===== src/rtl/gme_pkg.sv =====
`timescale 1ns / 1ps
// Shared types and constants for the 1x3 grayscale erosion/dilation block.
// No dependencies; every other file of the block depends on this package.
package gme_pkg;

    localparam int PIXEL_BITS = 8;
    localparam int OFFSET_W   = 8;
    localparam int RESULT_W   = 10;
    localparam int CFG_IDX_W  = 2;
    localparam int CFG_DATA_W = 8;
    // Wide enough to hold any sum or difference of a pixel and an offset exactly
    localparam int SUM_W      = ((PIXEL_BITS > OFFSET_W) ? PIXEL_BITS : OFFSET_W) + 2;

    localparam int QDEPTH     = 4;
    localparam int QPTR_W     = $clog2(QDEPTH);
    localparam int QCNT_W     = $clog2(QDEPTH + 1);

    typedef enum logic [CFG_IDX_W-1:0] {
        CFG_MODE_DILATE   = 2'd0,
        CFG_OFFSET_LEFT   = 2'd1,
        CFG_OFFSET_CENTER = 2'd2,
        CFG_OFFSET_RIGHT  = 2'd3
    } cfg_idx_t;

    typedef struct packed {
        logic                mode_dilate;
        logic [OFFSET_W-1:0] offset_left;
        logic [OFFSET_W-1:0] offset_center;
        logic [OFFSET_W-1:0] offset_right;
    } cfg_t;

    // One queued window: left (already zeroed when outside the row), center,
    // right, whether the center result is due, and whether the row ends here.
    typedef struct packed {
        logic [PIXEL_BITS-1:0] left;
        logic [PIXEL_BITS-1:0] center;
        logic [PIXEL_BITS-1:0] right;
        logic                  emit_center;
        logic                  last;
    } job_t;

    typedef struct packed {
        logic push;
        logic pop;
    } q_ctrl_t;

    typedef struct packed {
        logic full;
        logic valid;
    } q_stat_t;

endpackage


===== src/rtl/gme_pix_if.sv =====
`timescale 1ns / 1ps
// Input pixel channel: valid/ready handshake with pixel and row-end mark.
// Depends on gme_pkg.
interface gme_pix_if;
    logic                           valid;
    logic                           ready;
    logic [gme_pkg::PIXEL_BITS-1:0] pixel;
    logic                           row_end;

    modport source (output valid, output pixel, output row_end, input ready);
    modport sink   (input valid, input pixel, input row_end, output ready);
endinterface


===== src/rtl/gme_res_if.sv =====
`timescale 1ns / 1ps
// Result channel: valid/ready handshake with result value and row marks.
// Depends on gme_pkg.
interface gme_res_if;
    logic                                valid;
    logic                                ready;
    logic signed [gme_pkg::RESULT_W-1:0] result;
    logic                                result_row_end;
    logic                                run_last;

    modport source (output valid, output result, output result_row_end, output run_last,
                    input ready);
    modport sink   (input valid, input result, input result_row_end, input run_last,
                    output ready);
endinterface


===== src/rtl/gme_queue.sv =====
`timescale 1ns / 1ps
// Short register queue of pending windows between front and back parts.
// Depends on gme_pkg.
module gme_queue (
    input  logic              clk,
    input  logic              rst_n,
    input  gme_pkg::q_ctrl_t  ctrl,
    input  gme_pkg::job_t     wr_job,
    output gme_pkg::q_stat_t  stat,
    output gme_pkg::job_t     rd_job
);
    import gme_pkg::*;

    job_t              entry_reg [QDEPTH];
    logic [QPTR_W-1:0] wr_ptr_reg, wr_ptr_next;
    logic [QPTR_W-1:0] rd_ptr_reg, rd_ptr_next;
    logic [QCNT_W-1:0] count_reg, count_next;

    assign stat.full  = (count_reg == QCNT_W'(QDEPTH));
    assign stat.valid = (count_reg != '0);
    assign rd_job     = entry_reg[rd_ptr_reg];

    always_comb
    begin
        wr_ptr_next = wr_ptr_reg;
        rd_ptr_next = rd_ptr_reg;
        count_next  = count_reg;
        if (ctrl.push)
        begin
            wr_ptr_next = wr_ptr_reg + 1'b1;
        end
        if (ctrl.pop)
        begin
            rd_ptr_next = rd_ptr_reg + 1'b1;
        end
        if (ctrl.push && !ctrl.pop)
        begin
            count_next = count_reg + 1'b1;
        end
        else if (!ctrl.push && ctrl.pop)
        begin
            count_next = count_reg - 1'b1;
        end
    end

    always_ff @(posedge clk or negedge rst_n)
    begin
        if (!rst_n)
        begin
            wr_ptr_reg <= '0;
            rd_ptr_reg <= '0;
            count_reg  <= '0;
        end
        else
        begin
            wr_ptr_reg <= wr_ptr_next;
            rd_ptr_reg <= rd_ptr_next;
            count_reg  <= count_next;
        end
    end

    always_ff @(posedge clk)
    begin
        if (ctrl.push)
        begin
            entry_reg[wr_ptr_reg] <= wr_job;
        end
    end

    a_no_push_full: assert property (@(posedge clk) disable iff (!rst_n)
        !(ctrl.push && stat.full && !ctrl.pop))
        else $error("queue written while full");
    a_no_pop_empty: assert property (@(posedge clk) disable iff (!rst_n)
        ctrl.pop |-> stat.valid)
        else $error("queue read while empty");
    a_count_range: assert property (@(posedge clk) disable iff (!rst_n)
        count_reg <= QCNT_W'(QDEPTH))
        else $error("queue count out of range");

endmodule


===== src/rtl/gme_front.sv =====
`timescale 1ns / 1ps
// Front part: accepts pixels, tracks the left/center window of the row and
// queues one window per pixel that causes results. Depends on gme_pkg.
module gme_front (
    input  logic             clk,
    input  logic             rst_n,
    gme_pix_if.sink          pixels,
    input  gme_pkg::q_stat_t q_stat,
    output logic             push,
    output gme_pkg::job_t    job
);
    import gme_pkg::*;

    logic [PIXEL_BITS-1:0] left_reg, left_next;
    logic [PIXEL_BITS-1:0] center_reg, center_next;
    logic                  have_center_reg, have_center_next;
    logic                  have_left_reg, have_left_next;
    logic                  accept;

    assign pixels.ready = !q_stat.full;
    assign accept       = pixels.valid && pixels.ready;

    // A pixel that neither closes a center nor ends the row gives nothing
    assign push = accept && (have_center_reg || pixels.row_end);

    assign job.left        = have_left_reg ? left_reg : '0;
    assign job.center      = center_reg;
    assign job.right       = pixels.pixel;
    assign job.emit_center = have_center_reg;
    assign job.last        = pixels.row_end;

    always_comb
    begin
        left_next        = left_reg;
        center_next      = center_reg;
        have_center_next = have_center_reg;
        have_left_next   = have_left_reg;
        if (accept)
        begin
            left_next        = have_center_reg ? center_reg : '0;
            have_left_next   = have_center_reg && !pixels.row_end;
            center_next      = pixels.pixel;
            have_center_next = !pixels.row_end;
        end
    end

    always_ff @(posedge clk or negedge rst_n)
    begin
        if (!rst_n)
        begin
            left_reg        <= '0;
            center_reg      <= '0;
            have_center_reg <= 1'b0;
            have_left_reg   <= 1'b0;
        end
        else
        begin
            left_reg        <= left_next;
            center_reg      <= center_next;
            have_center_reg <= have_center_next;
            have_left_reg   <= have_left_next;
        end
    end

    a_left_needs_center: assert property (@(posedge clk) disable iff (!rst_n)
        have_left_reg |-> have_center_reg)
        else $error("left neighbour held without a center");
    a_row_end_clears: assert property (@(posedge clk) disable iff (!rst_n)
        (accept && pixels.row_end) |=> (!have_center_reg && !have_left_reg))
        else $error("row state not cleared after row end");

endmodule


===== src/rtl/gme_back.sv =====
`timescale 1ns / 1ps
// Back part: takes queued windows, computes min of differences or max of
// sums, and holds each result in an output register. Depends on gme_pkg.
module gme_back (
    input  logic             clk,
    input  logic             rst_n,
    input  gme_pkg::cfg_t    cfg,
    input  gme_pkg::q_stat_t q_stat,
    input  gme_pkg::job_t    head,
    output logic             pop,
    gme_res_if.source        results
);
    import gme_pkg::*;

    logic                        phase_reg, phase_next;
    logic                        valid_reg, valid_next;
    logic signed [RESULT_W-1:0]  result_reg;
    logic                        row_end_reg;
    logic                        run_last_reg;

    logic                        advance;
    logic                        first;
    logic [PIXEL_BITS-1:0]       pl, pc, pr;
    logic signed [SUM_W-1:0]     el, ec, er, ol, oc, orr;
    logic signed [SUM_W-1:0]     ta, tb, td, best;

    assign advance = q_stat.valid && (!valid_reg || results.ready);
    // Center result first, then the row-end flush from the same window
    assign first   = head.emit_center && !phase_reg;
    assign pop     = advance && !(first && head.last);

    always_comb
    begin
        if (first)
        begin
            pl = head.left;
            pc = head.center;
            pr = head.right;
        end
        else
        begin
            pl = head.emit_center ? head.center : '0;
            pc = head.right;
            pr = '0;
        end
        el  = $signed({{(SUM_W-PIXEL_BITS){1'b0}}, pl});
        ec  = $signed({{(SUM_W-PIXEL_BITS){1'b0}}, pc});
        er  = $signed({{(SUM_W-PIXEL_BITS){1'b0}}, pr});
        ol  = $signed({{(SUM_W-OFFSET_W){1'b0}}, cfg.offset_left});
        oc  = $signed({{(SUM_W-OFFSET_W){1'b0}}, cfg.offset_center});
        orr = $signed({{(SUM_W-OFFSET_W){1'b0}}, cfg.offset_right});
        if (cfg.mode_dilate)
        begin
            ta = el + ol;
            tb = ec + oc;
            td = er + orr;
            best = ta;
            if (tb > best)
            begin
                best = tb;
            end
            if (td > best)
            begin
                best = td;
            end
        end
        else
        begin
            ta = el - ol;
            tb = ec - oc;
            td = er - orr;
            best = ta;
            if (tb < best)
            begin
                best = tb;
            end
            if (td < best)
            begin
                best = td;
            end
        end
    end

    always_comb
    begin
        phase_next = phase_reg;
        valid_next = valid_reg;
        if (results.ready)
        begin
            valid_next = 1'b0;
        end
        if (advance)
        begin
            valid_next = 1'b1;
            phase_next = first && head.last;
        end
    end

    always_ff @(posedge clk or negedge rst_n)
    begin
        if (!rst_n)
        begin
            phase_reg <= 1'b0;
            valid_reg <= 1'b0;
        end
        else
        begin
            phase_reg <= phase_next;
            valid_reg <= valid_next;
        end
    end

    always_ff @(posedge clk)
    begin
        if (advance)
        begin
            result_reg   <= $signed(best[RESULT_W-1:0]);
            row_end_reg  <= !first;
            run_last_reg <= !(first && head.last);
        end
    end

    assign results.valid          = valid_reg;
    assign results.result         = result_reg;
    assign results.result_row_end = row_end_reg;
    assign results.run_last       = run_last_reg;

    a_flush_pending: assert property (@(posedge clk) disable iff (!rst_n)
        phase_reg |-> (q_stat.valid && head.last && head.emit_center))
        else $error("flush phase without a row-end window at the head");
    a_row_end_is_last: assert property (@(posedge clk) disable iff (!rst_n)
        (valid_reg && row_end_reg) |-> run_last_reg)
        else $error("row-end result not marked as last of its item");

endmodule


===== src/rtl/gray_morph_erode_dilate_1x3_top.sv =====
`timescale 1ns / 1ps
// 1x3 horizontal grayscale erosion/dilation over a pixel stream.
// Depends on gme_pkg, gme_pix_if, gme_res_if, gme_front, gme_queue, gme_back.
//
// Usage:
//   pixels  : one pixel per transfer, left to right, row_end on the last one.
//   results : one eroded/dilated value per center pixel, result_row_end on the
//             row's last value, run_last on the final value caused by a pixel.
//   cfg_*   : write mode_dilate and the three offsets while the block is idle.
// A center's value appears once its right neighbour is transferred; its window
// passes through the window queue and then the result register before the
// value is valid on the result port. A row-end pixel also flushes itself, so
// it produces up to two values, one per cycle while the receiver is ready.
// Throughput is one pixel per cycle while the queue is not full; the result
// output register issues one value per cycle while the receiver is ready, and
// the four-entry window queue between the front and back parts absorbs flushes.
// Reset clears the row window, the queue, the output valid and all
// configuration registers (erosion, offsets zero).
// When the receiver stalls, the queue fills; pixels keeps ready high until the
// queue is full, then holds it low until the back part drains an entry.
module gray_morph_erode_dilate_1x3_top (
    input  logic                           clk,
    input  logic                           rst_n,
    input  logic                           cfg_we,
    input  logic [gme_pkg::CFG_IDX_W-1:0]  cfg_index,
    input  logic [gme_pkg::CFG_DATA_W-1:0] cfg_data,
    gme_pix_if.sink                        pixels,
    gme_res_if.source                      results
);
    import gme_pkg::*;

    cfg_t    cfg_reg;
    q_ctrl_t q_ctrl;
    q_stat_t q_stat;
    job_t    wr_job;
    job_t    rd_job;
    logic    push;
    logic    pop;

    always_ff @(posedge clk or negedge rst_n)
    begin
        if (!rst_n)
        begin
            cfg_reg <= '0;
        end
        else if (cfg_we)
        begin
            case (cfg_idx_t'(cfg_index))
                CFG_MODE_DILATE:   cfg_reg.mode_dilate   <= cfg_data[0];
                CFG_OFFSET_LEFT:   cfg_reg.offset_left   <= cfg_data[OFFSET_W-1:0];
                CFG_OFFSET_CENTER: cfg_reg.offset_center <= cfg_data[OFFSET_W-1:0];
                CFG_OFFSET_RIGHT:  cfg_reg.offset_right  <= cfg_data[OFFSET_W-1:0];
                default:           cfg_reg <= cfg_reg;
            endcase
        end
    end

    assign q_ctrl.push = push;
    assign q_ctrl.pop  = pop;

    gme_front u_front (
        .clk    (clk),
        .rst_n  (rst_n),
        .pixels (pixels),
        .q_stat (q_stat),
        .push   (push),
        .job    (wr_job)
    );

    gme_queue u_queue (
        .clk    (clk),
        .rst_n  (rst_n),
        .ctrl   (q_ctrl),
        .wr_job (wr_job),
        .stat   (q_stat),
        .rd_job (rd_job)
    );

    gme_back u_back (
        .clk     (clk),
        .rst_n   (rst_n),
        .cfg     (cfg_reg),
        .q_stat  (q_stat),
        .head    (rd_job),
        .pop     (pop),
        .results (results)
    );

endmodule

===== src/flat_wrapper.sv =====
// flat-port wrapper written by rule: the top's interface ports become plain ports
module gray_morph_erode_dilate_1x3_top_flat import gme_pkg::*;
  (clk, rst_n, cfg_we, cfg_index, cfg_data, pixels_valid, pixels_pixel, pixels_row_end, pixels_ready, results_valid, results_result, results_result_row_end, results_run_last, results_ready);
  gme_pix_if pixels_i ();
  gme_res_if results_i ();
  input  logic clk;
  input  logic rst_n;
  input  logic cfg_we;
  input  logic [gme_pkg::CFG_IDX_W-1:0] cfg_index;
  input  logic [gme_pkg::CFG_DATA_W-1:0] cfg_data;
  input wire logic [$bits(pixels_i.valid)-1:0] pixels_valid;
  input wire logic [$bits(pixels_i.pixel)-1:0] pixels_pixel;
  input wire logic [$bits(pixels_i.row_end)-1:0] pixels_row_end;
  output wire logic [$bits(pixels_i.ready)-1:0] pixels_ready;
  output wire logic [$bits(results_i.valid)-1:0] results_valid;
  output wire logic [$bits(results_i.result)-1:0] results_result;
  output wire logic [$bits(results_i.result_row_end)-1:0] results_result_row_end;
  output wire logic [$bits(results_i.run_last)-1:0] results_run_last;
  input wire logic [$bits(results_i.ready)-1:0] results_ready;
  assign pixels_i.valid = pixels_valid;
  assign pixels_i.pixel = pixels_pixel;
  assign pixels_i.row_end = pixels_row_end;
  assign pixels_ready = pixels_i.ready;
  assign results_valid = results_i.valid;
  assign results_result = results_i.result;
  assign results_result_row_end = results_i.result_row_end;
  assign results_run_last = results_i.run_last;
  assign results_i.ready = results_ready;
  gray_morph_erode_dilate_1x3_top u_core (.clk(clk), .rst_n(rst_n), .cfg_we(cfg_we), .cfg_index(cfg_index), .cfg_data(cfg_data), .pixels(pixels_i), .results(results_i));
endmodule

===== config.mk =====
export PLATFORM = sky130hd
export DESIGN_NAME = gray_morph_erode_dilate_1x3_top_flat
export DESIGN_NICKNAME = d
export VERILOG_FILES = /design/src/rtl/gme_pkg.sv /design/src/rtl/gme_pix_if.sv /design/src/rtl/gme_res_if.sv /design/src/rtl/gme_queue.sv /design/src/rtl/gme_front.sv /design/src/rtl/gme_back.sv /design/src/rtl/gray_morph_erode_dilate_1x3_top.sv /design/src/flat_wrapper.sv
export SDC_FILE = /design/constraint.sdc
export NUM_CORES = 1
export LEC_CHECK = 0
export ABC_AREA = 0
export BUFFER_PORTS_ARGS = -buffer_cell sky130_fd_sc_hd__buf_2
export CORE_MARGIN = 3
export CORE_UTILIZATION = 33
export DETAILED_ROUTE_END_ITERATION = 10
export SLEW_MARGIN = 20
export SYNTH_ARGS = -nofsm -noshare
export SYNTH_HDL_FRONTEND = slang
export SYNTH_HIERARCHICAL = 1
export SYNTH_SLANG_ARGS = --single-unit
export TNS_END_PERCENT = 50

===== constraint.sdc =====
create_clock -name clk -period 11.2 [get_ports clk]
set_input_delay 2.24 -clock clk [delete_from_list [all_inputs] [get_ports clk]]
set_output_delay 2.24 -clock clk [all_outputs]
set_load 0.05 [all_outputs]

==> metrics.txt, run 1 <==
# TYPE chip_impl_metric gauge
chip_impl_metric{name="die_x",unit="um"} 180.7
chip_impl_info{name="outcome",value="complete, no violations"} 1
chip_impl_metric{name="max-cap-violations",unit=""} 0
chip_impl_info{name="holdPathEnd",value="u_core/u_queue/count_reg[2]"} 1
chip_impl_metric{name="setup_total_negative_slack",unit="ps"} 0
chip_impl_info{name="class_of_the_most_critical_setup_path",value="register to register"} 1
chip_impl_metric{name="critical-path-max-stage-delay",unit="ps"} 580
chip_impl_info{name="critPathSlowestCell",value="sky130_fd_sc_hd__mux4_2"} 1
chip_impl_metric{name="dieArea",unit="um2"} 32670
chip_impl_metric{name="grt_pass1_wl",unit="um"} 34890
chip_impl_metric{name="floorplan.core_area",unit="um2"} 29870
chip_impl_info{name="clk_root_buffer_cell",value="sky130_fd_sc_hd__clkbuf_16"} 1
chip_impl_info{name="r2r_end",value="u_core/u_back/results.result[8]"} 1
chip_impl_metric{name="clock_sink_count",unit=""} 168
chip_impl_metric{name="num_vias",unit=""} 6194
chip_impl_metric{name="max-clock-path-buffers",unit=""} 2
chip_impl_metric{name="report.final.hold_viol_count",unit=""} 0
chip_impl_metric{name="hold-path-cell-count",unit=""} 1
chip_impl_metric{name="syn_to_final_growth",unit="%"} 10.93
chip_impl_metric{name="finish.cell_count_without_fillers",unit=""} 1248
chip_impl_metric{name="netlist_instances",unit=""} 810
chip_impl_info{name="synth.area.top_cells",value="sky130_fd_sc_hd__edfxtp_1 35%, sky130_fd_sc_hd__dfrtp_1 13%, sky130_fd_sc_hd__ha_1 11%, sky130_fd_sc_hd__mux2_2 5.7%, sky130_fd_sc_hd__mux4_2 4.0%"} 1
chip_impl_info{name="crit_path_start_kind",value="register"} 1
chip_impl_metric{name="place_hpwl",unit="um"} 16090
chip_impl_info{name="yosys.cell_count.top_type",value="sky130_fd_sc_hd__edfxtp_1"} 1
chip_impl_metric{name="synth-edff-count",unit=""} 116
chip_impl_metric{name="via_count_of_the_first_global_routing_pass",unit=""} 6355
chip_impl_metric{name="synth_top_area_share",unit="%"} 34.57
chip_impl_metric{name="cts.repair_timing.setup_buffer_count",unit=""} 0
chip_impl_metric{name="finalMaxSlewViolations",unit=""} 0
chip_impl_metric{name="clock_latency",unit="ps"} 430
chip_impl_info{name="timing.rr.start",value="u_core/u_queue/rd_ptr_reg[0]"} 1
chip_impl_metric{name="die_h",unit="um"} 180.7
chip_impl_metric{name="nNetsFinal",unit=""} 961
chip_impl_metric{name="global_route.overflow_total",unit=""} 0
chip_impl_info{name="yosys-top-cells-count",value="116 x sky130_fd_sc_hd__edfxtp_1, 98 x sky130_fd_sc_hd__inv_1, 85 x sky130_fd_sc_hd__ha_1"} 1
chip_impl_metric{name="place.gp.congestion",unit=""} 0.8563
chip_impl_metric{name="cts_resized",unit=""} 0
chip_impl_metric{name="clk_pin_slew_worst_paths",unit="ps"} 80
chip_impl_metric{name="r2r_slack",unit="ps"} 3700
chip_impl_metric{name="final.min_clock_period",unit="ps"} 7499
chip_impl_metric{name="arrival",unit="ps"} 7680
chip_impl_metric{name="synth-seq-cells",unit=""} 168
chip_impl_metric{name="post-route-period-util",unit="%"} 66.95
chip_impl_metric{name="place.detailed.instances",unit=""} 1215
chip_impl_metric{name="async_reset_ff_share",unit="%"} 30.95
chip_impl_metric{name="utilization",unit="%"} 37.41
chip_impl_metric{name="globalRouteTotalUtil",unit="%"} 13.65
chip_impl_metric{name="routed_wl",unit="um"} 21870
chip_impl_metric{name="yosys_warnings",unit=""} 6
chip_impl_metric{name="detailedRoute.firstPassIterationCount",unit=""} 6
chip_impl_info{name="worstHoldStart",value="u_core/u_queue/count_reg[2]"} 1
chip_impl_metric{name="flip_flop_count_of_the_largest_register_after_layout",unit=""} 104
chip_impl_metric{name="netlist_area_before_placement",unit="um2"} 10080
chip_impl_info{name="kind_of_end_point_of_the_critical_path",value="register"} 1
chip_impl_metric{name="grt_start_max_net_pins",unit=""} 53
chip_impl_metric{name="multi_input_gate_area_in_the_final_layout",unit="um2"} 4716
chip_impl_metric{name="floorplan.rows",unit=""} 63
chip_impl_metric{name="syn_avg_cell_area",unit="um2"} 12.44
chip_impl_metric{name="initial_util",unit="%"} 33.73
chip_impl_info{name="synth-main-ff-cell",value="sky130_fd_sc_hd__edfxtp_1"} 1
chip_impl_info{name="min-delay-path-class",value="register to register"} 1
chip_impl_metric{name="antenna-diode-count",unit=""} 0
chip_impl_metric{name="drt-vias-per-instance",unit=""} 4.963
chip_impl_metric{name="final.setup_skew",unit="ps"} 16.94
chip_impl_metric{name="ctsHoldBuffers",unit=""} 0
chip_impl_metric{name="cts_buffers",unit=""} 17
chip_impl_metric{name="syn-num-nets",unit=""} 926
chip_impl_metric{name="ys_types",unit=""} 69
chip_impl_metric{name="max_slew.worst_pin.slew",unit="ps"} 783.6
chip_impl_metric{name="initial_antenna_violation_count",unit=""} 0
chip_impl_metric{name="drive_above_1_share",unit="%"} 18.88
chip_impl_metric{name="dr.first_iter.drc_count",unit=""} 313
chip_impl_metric{name="slew-limit-headroom",unit="%"} 47.76
chip_impl_metric{name="setup_violations",unit=""} 0
chip_impl_metric{name="ios",unit=""} 38
chip_impl_info{name="cts_tree",value="built"} 1
chip_impl_info{name="grt_setup_unrepaired",value="no"} 1
chip_impl_info{name="yosys.area.top_type",value="sky130_fd_sc_hd__edfxtp_1"} 1
chip_impl_metric{name="nFillCells",unit=""} 2838
chip_impl_metric{name="r2r_cells",unit=""} 30
chip_impl_metric{name="clock_tree.htree_level_count",unit=""} 4
chip_impl_metric{name="port_buffers",unit=""} 37
chip_impl_metric{name="drt_drc_violations_left",unit=""} 0
chip_impl_metric{name="detail_route.wl_per_cell",unit="um"} 17.52
chip_impl_metric{name="timing.fmax",unit="GHz"} 0.1334
chip_impl_metric{name="seq_area",unit="um2"} 4785
chip_impl_metric{name="antenna_violating_nets_remaining",unit=""} 0
chip_impl_metric{name="critical_path_required",unit="ps"} 11390
chip_impl_metric{name="path_max_fanout",unit=""} 27
chip_impl_metric{name="yosysSeqAreaShare",unit="%"} 47.49
## how the worst max path moves through the flow
| stage | start | to | slack (ps) |
|---|---|---|---|
| 2_1_floorplan | u_core/u_queue/rd_ptr_reg[0] | u_core/u_back/results.result[8] | 4550 |
| 3_3_place_gp | u_core/u_queue/rd_ptr_reg[0] | u_core/u_back/results.result[8] | 3430 |
| 3_5_place_dp | u_core/u_queue/rd_ptr_reg[0] | u_core/u_back/results.result[8] | 3210 |
| 4_1_cts | u_core/u_queue/rd_ptr_reg[0] | u_core/u_back/results.result[8] | 3190 |
| 5_1_grt | u_core/u_queue/rd_ptr_reg[0] | u_core/u_back/results.result[1] | 3130 |
| 6_report | u_core/u_queue/rd_ptr_reg[0] | u_core/u_back/results.result[8] | 3700 |
## area by class of cell
class / count / area share [%]
Inverter: 98 / 3.291
Tap cell: 390 / 4.366
Sequential cell: 168 / 42.81
Clock buffer: 17 / 3.806
Clock inverter: 15 / 1.410
Timing Repair Buffer: 44 / 2.127
Multi-Input combinational cell: 516 / 42.19
## cell families after synthesis
family                   Yosys count  share of synthesized area [%]
AO/OA/AOI/OAI                    112                          7.923
XOR/XNOR                          37                          3.216
adder cells (fa/ha/maj)           92                          11.95
buffers and inverters            126                          5.786
flip-flops                       168                          47.49
multiplexers                     108                          14.89
AND/OR/NAND/NOR                  167                          8.755
## through the flow
stage | instance area [um2] | setup WS [ps] | hold slack [ps]
floorplan | 10080 | 4553 | 449.1
global placement | 10580 | 3426 | 465.3
detailed placement | 10580 | 3208 | 491.5
CTS | 11170 | 3190 | 502.6
global route | 11180 | 3134 | 531.0
finish | 11180 | 3701 | 498.4
## routing by layer
layer,part of all wire [%],up-vias,wire length (um),global-route usage [%]
met5,0,-,0,0
li1,-,2981,-,-
met2,49,88,10720,23.18
met3,3.2,16,696,2.939
met4,0.70,0,154,2.610
met1,47,3109,10300,18.19
## layout by cell type, fill, tap and decap left out, types with 7 or more instances in the layout
cell / synthesis / layout
sky130_fd_sc_hd__a21o_1: 7 / 7
sky130_fd_sc_hd__a21oi_1: 34 / 34
sky130_fd_sc_hd__and2_1: 23 / 21
sky130_fd_sc_hd__buf_2: 5 / 37
sky130_fd_sc_hd__buf_4: 10 / 7
sky130_fd_sc_hd__clkbuf_16: 0 / 17
sky130_fd_sc_hd__dfrtp_1: 52 / 52
sky130_fd_sc_hd__edfxtp_1: 116 / 116
sky130_fd_sc_hd__fa_1: 7 / 7
sky130_fd_sc_hd__ha_1: 85 / 85
sky130_fd_sc_hd__inv_1: 98 / 98
sky130_fd_sc_hd__mux2_2: 51 / 51
sky130_fd_sc_hd__mux2i_1: 31 / 31
sky130_fd_sc_hd__mux4_1: 8 / 8
sky130_fd_sc_hd__mux4_2: 18 / 18
sky130_fd_sc_hd__nand2_1: 32 / 32
sky130_fd_sc_hd__nand2b_1: 13 / 13
sky130_fd_sc_hd__nor2_1: 43 / 43
sky130_fd_sc_hd__nor2b_1: 20 / 18
sky130_fd_sc_hd__o21a_1: 7 / 7
sky130_fd_sc_hd__o21ai_0: 15 / 15
sky130_fd_sc_hd__o21bai_1: 8 / 8
sky130_fd_sc_hd__xnor2_1: 26 / 26
sky130_fd_sc_hd__xor2_1: 11 / 11
## critical path, delay by kind of cell (launching register included)
kind / cells / cell delay (ps)
flops: 1 / 370
xor+xnor: 1 / 200
fa+ha+maj: 4 / 1150
buf+inv: 4 / 820
mux: 4 / 1440
simple gates: 5 / 640
compound gates: 12 / 2600
Power of run 1 is left out: the tool's default activity adds up to more than one toggle a clock period on the data nets, which glitch-free logic cannot reach.
==> run 2, diff against run 1 <==
- clock period: 11.2 -> 6.1 ns (I/O delays scaled with it)
==> metrics.txt, run 2 (synthesis results as in run 1) <==
# TYPE chip_impl_metric gauge
chip_impl_info{name="outcome",value="finished with violations"} 1
chip_impl_info{name="violations",value="negative setup slack"} 1
chip_impl_metric{name="timing.fmax",unit="GHz"} 0.1562
chip_impl_metric{name="detail_route.wl_per_cell",unit="um"} 16.60
chip_impl_info{name="crit_path_start_kind",value="register"} 1
chip_impl_metric{name="floorplan.rows",unit=""} 63
chip_impl_metric{name="max_slew.worst_pin.slew",unit="ps"} 729.7
chip_impl_metric{name="detailedRoute.firstPassIterationCount",unit=""} 5
chip_impl_metric{name="hold-path-cell-count",unit=""} 1
chip_impl_info{name="kind_of_end_point_of_the_critical_path",value="register"} 1
chip_impl_metric{name="post_dp_cell_area",unit="um2"} 11430
chip_impl_metric{name="port_buffers",unit=""} 37
chip_impl_metric{name="clk_pin_slew_worst_paths",unit="ps"} 80
chip_impl_metric{name="floorplan.core_area",unit="um2"} 29870
chip_impl_metric{name="final.setup_skew",unit="ps"} 21.08
chip_impl_metric{name="critical-path-max-stage-delay",unit="ps"} 520
chip_impl_metric{name="dr.first_iter.drc_count",unit=""} 337
chip_impl_metric{name="cts_buffers",unit=""} 17
chip_impl_metric{name="post-route-period-util",unit="%"} 105.0
chip_impl_metric{name="clock_tree.htree_level_count",unit=""} 4
chip_impl_metric{name="path_max_fanout",unit=""} 4
chip_impl_metric{name="final_area",unit="um2"} 12510
chip_impl_metric{name="slew-limit-headroom",unit="%"} 51.35
chip_impl_info{name="r2r_end",value="u_core/u_back/results.result[8]"} 1
chip_impl_metric{name="clock_sink_count",unit=""} 168
chip_impl_info{name="clk_root_buffer_cell",value="sky130_fd_sc_hd__clkbuf_16"} 1
chip_impl_metric{name="finalMaxSlewViolations",unit=""} 0
chip_impl_info{name="most_frequent_cells_in_the_layout",value="122 x sky130_fd_sc_hd__buf_4, 116 x sky130_fd_sc_hd__edfxtp_1, 93 x sky130_fd_sc_hd__inv_1, 77 x sky130_fd_sc_hd__ha_1, 51 x sky130_fd_sc_hd__dfrtp_1"} 1
chip_impl_metric{name="nFillCells",unit=""} 2800
chip_impl_metric{name="grt_pass1_wl",unit="um"} 35910
chip_impl_metric{name="initial_util",unit="%"} 33.73
chip_impl_metric{name="flip_flop_count_of_the_largest_register_after_layout",unit=""} 104
chip_impl_metric{name="antenna_violating_nets_remaining",unit=""} 0
chip_impl_info{name="class_of_the_most_critical_setup_path",value="register to register"} 1
chip_impl_metric{name="place.gp.congestion",unit=""} 0.8288
chip_impl_metric{name="routed_wl",unit="um"} 22740
chip_impl_metric{name="die_x",unit="um"} 180.7
chip_impl_metric{name="r2r_slack",unit="ps"} -300
chip_impl_metric{name="drive_above_1_share",unit="%"} 33.98
chip_impl_metric{name="grt_start_max_net_pins",unit=""} 53
chip_impl_metric{name="via_count_of_the_first_global_routing_pass",unit=""} 6690
chip_impl_metric{name="die_h",unit="um"} 180.7
chip_impl_metric{name="global_route.overflow_total",unit=""} 0
chip_impl_metric{name="num_vias",unit=""} 6559
chip_impl_metric{name="drt-vias-per-instance",unit=""} 4.788
chip_impl_info{name="holdPathEnd",value="u_core/u_queue/count_reg[2]"} 1
chip_impl_metric{name="antenna-diode-count",unit=""} 0
chip_impl_metric{name="report.final.hold_viol_count",unit=""} 0
chip_impl_info{name="cts_tree",value="built"} 1
chip_impl_metric{name="initial_antenna_violation_count",unit=""} 0
chip_impl_info{name="grt_setup_unrepaired",value="yes"} 1
chip_impl_metric{name="drt_drc_violations_left",unit=""} 0
chip_impl_info{name="worstHoldStart",value="u_core/u_queue/count_reg[2]"} 1
chip_impl_metric{name="final.setup.worst_slack",unit="ps"} -302.3
chip_impl_metric{name="place_hpwl",unit="um"} 17290
chip_impl_metric{name="syn_to_final_growth",unit="%"} 24.19
chip_impl_metric{name="setup_violations",unit=""} 10
chip_impl_metric{name="ctsHoldBuffers",unit=""} 0
chip_impl_info{name="critPathSlowestCell",value="sky130_fd_sc_hd__mux4_2"} 1
chip_impl_info{name="min-delay-path-class",value="register to register"} 1
chip_impl_metric{name="r2r_cells",unit=""} 28
chip_impl_info{name="layout_commonest_cell",value="sky130_fd_sc_hd__buf_4"} 1
chip_impl_metric{name="clock_latency",unit="ps"} 440
chip_impl_metric{name="utilization",unit="%"} 41.89
chip_impl_metric{name="ios",unit=""} 38
chip_impl_metric{name="globalRouteTotalUtil",unit="%"} 13.94
chip_impl_metric{name="nNetsFinal",unit=""} 1083
chip_impl_metric{name="max-cap-violations",unit=""} 0
chip_impl_info{name="timing.rr.start",value="u_core/u_queue/rd_ptr_reg[0]"} 1
chip_impl_metric{name="max-clock-path-buffers",unit=""} 2
chip_impl_metric{name="arrival",unit="ps"} 6580
chip_impl_metric{name="dieArea",unit="um2"} 32670
chip_impl_metric{name="critical_path_required",unit="ps"} 6280
chip_impl_metric{name="final.min_clock_period",unit="ps"} 6402
-- run 2: cell count changes in the layout (fill, tap and decap cells not counted), moves of 6 or more --
cell                      delta
sky130_fd_sc_hd__buf_4     +115
sky130_fd_sc_hd__ha_1        -8
sky130_fd_sc_hd__ha_4        +8
sky130_fd_sc_hd__a21oi_1     -7
sky130_fd_sc_hd__a21oi_2     +7
sky130_fd_sc_hd__buf_6       +6
sky130_fd_sc_hd__mux2_2      -6
sky130_fd_sc_hd__mux2_4      +6
sky130_fd_sc_hd__o21ai_0     -6
-- run 2: repair_timing --
| item | 4_1_cts | 5_1_grt |
|---|---|---|
| gates resized for setup | 29 | 39 |
| endpoints found under the setup margin | 10 | 10 |
| pin swaps | 22 | 29 |
| setup buffers | 10 | 6 |
-- run 2: metrics by stage --
stage	worst slack, ps	std cells	TNS, ps	hold WS, ps
floorplan	-56.21	810	-56.21	449.1
global placement	-1053	1322	-9188	466.4
detailed placement	-1080	1322	-9607	486.7
CTS	-516.9	1364	-4149	498.1
global route	-584.1	1370	-5067	519.3
finish	-302.3	1370	-1972	495.3
-- run 2: layer usage --
layer	wire, um	global-route usage, %	vias up
met4	87	3.009	0
met2	11600	23.78	91
met1	10450	18.95	3238
li1	-	-	3222
met3	599	2.054	8
met5	0	0	-
-- run 2: area by class of cell --
cell class | instances | area [um2] | area share [%]
Clock buffer | 17 | 425.4 | 3.400
Multi-Input combinational cell | 516 | 5050 | 40.36
Timing Repair Buffer | 166 | 1184 | 9.459
Tap cell | 390 | 488.0 | 3.900
Sequential cell | 168 | 4786 | 38.25
Inverter | 98 | 367.9 | 2.940
Clock inverter | 15 | 212.7 | 1.700
-- run 2: worst max-delay path: cells and delay by family (launching register included) --
kind | cells | cell delay (ps)
AO/OA/AOI/OAI | 9 | 1810
AND/OR/NAND/NOR | 6 | 840
multiplexers | 4 | 1450
adder cells (fa/ha/maj) | 4 | 980
buffers and inverters | 4 | 410
XOR/XNOR | 1 | 220
flip-flops | 1 | 410
-- run 2: how the worst max path moves through the flow --
stage	from	endpoint	slack, ps	depth (start not counted)
6_report	u_core/u_queue/rd_ptr_reg[0]	u_core/u_back/results.result[8]	-300	28
5_1_grt	u_core/u_queue/rd_ptr_reg[0]	u_core/u_back/results.result[7]	-580	28
4_1_cts	u_core/u_queue/rd_ptr_reg[0]	u_core/u_back/results.result[8]	-520	29
3_5_place_dp	u_core/u_queue/rd_ptr_reg[0]	u_core/u_back/results.result[5]	-1080	31
3_3_place_gp	u_core/u_queue/rd_ptr_reg[0]	u_core/u_back/results.result[5]	-1050	31
2_1_floorplan	u_core/u_queue/rd_ptr_reg[0]	u_core/u_back/results.result[8]	-60	30
Power of run 2 is left out for the same reason.
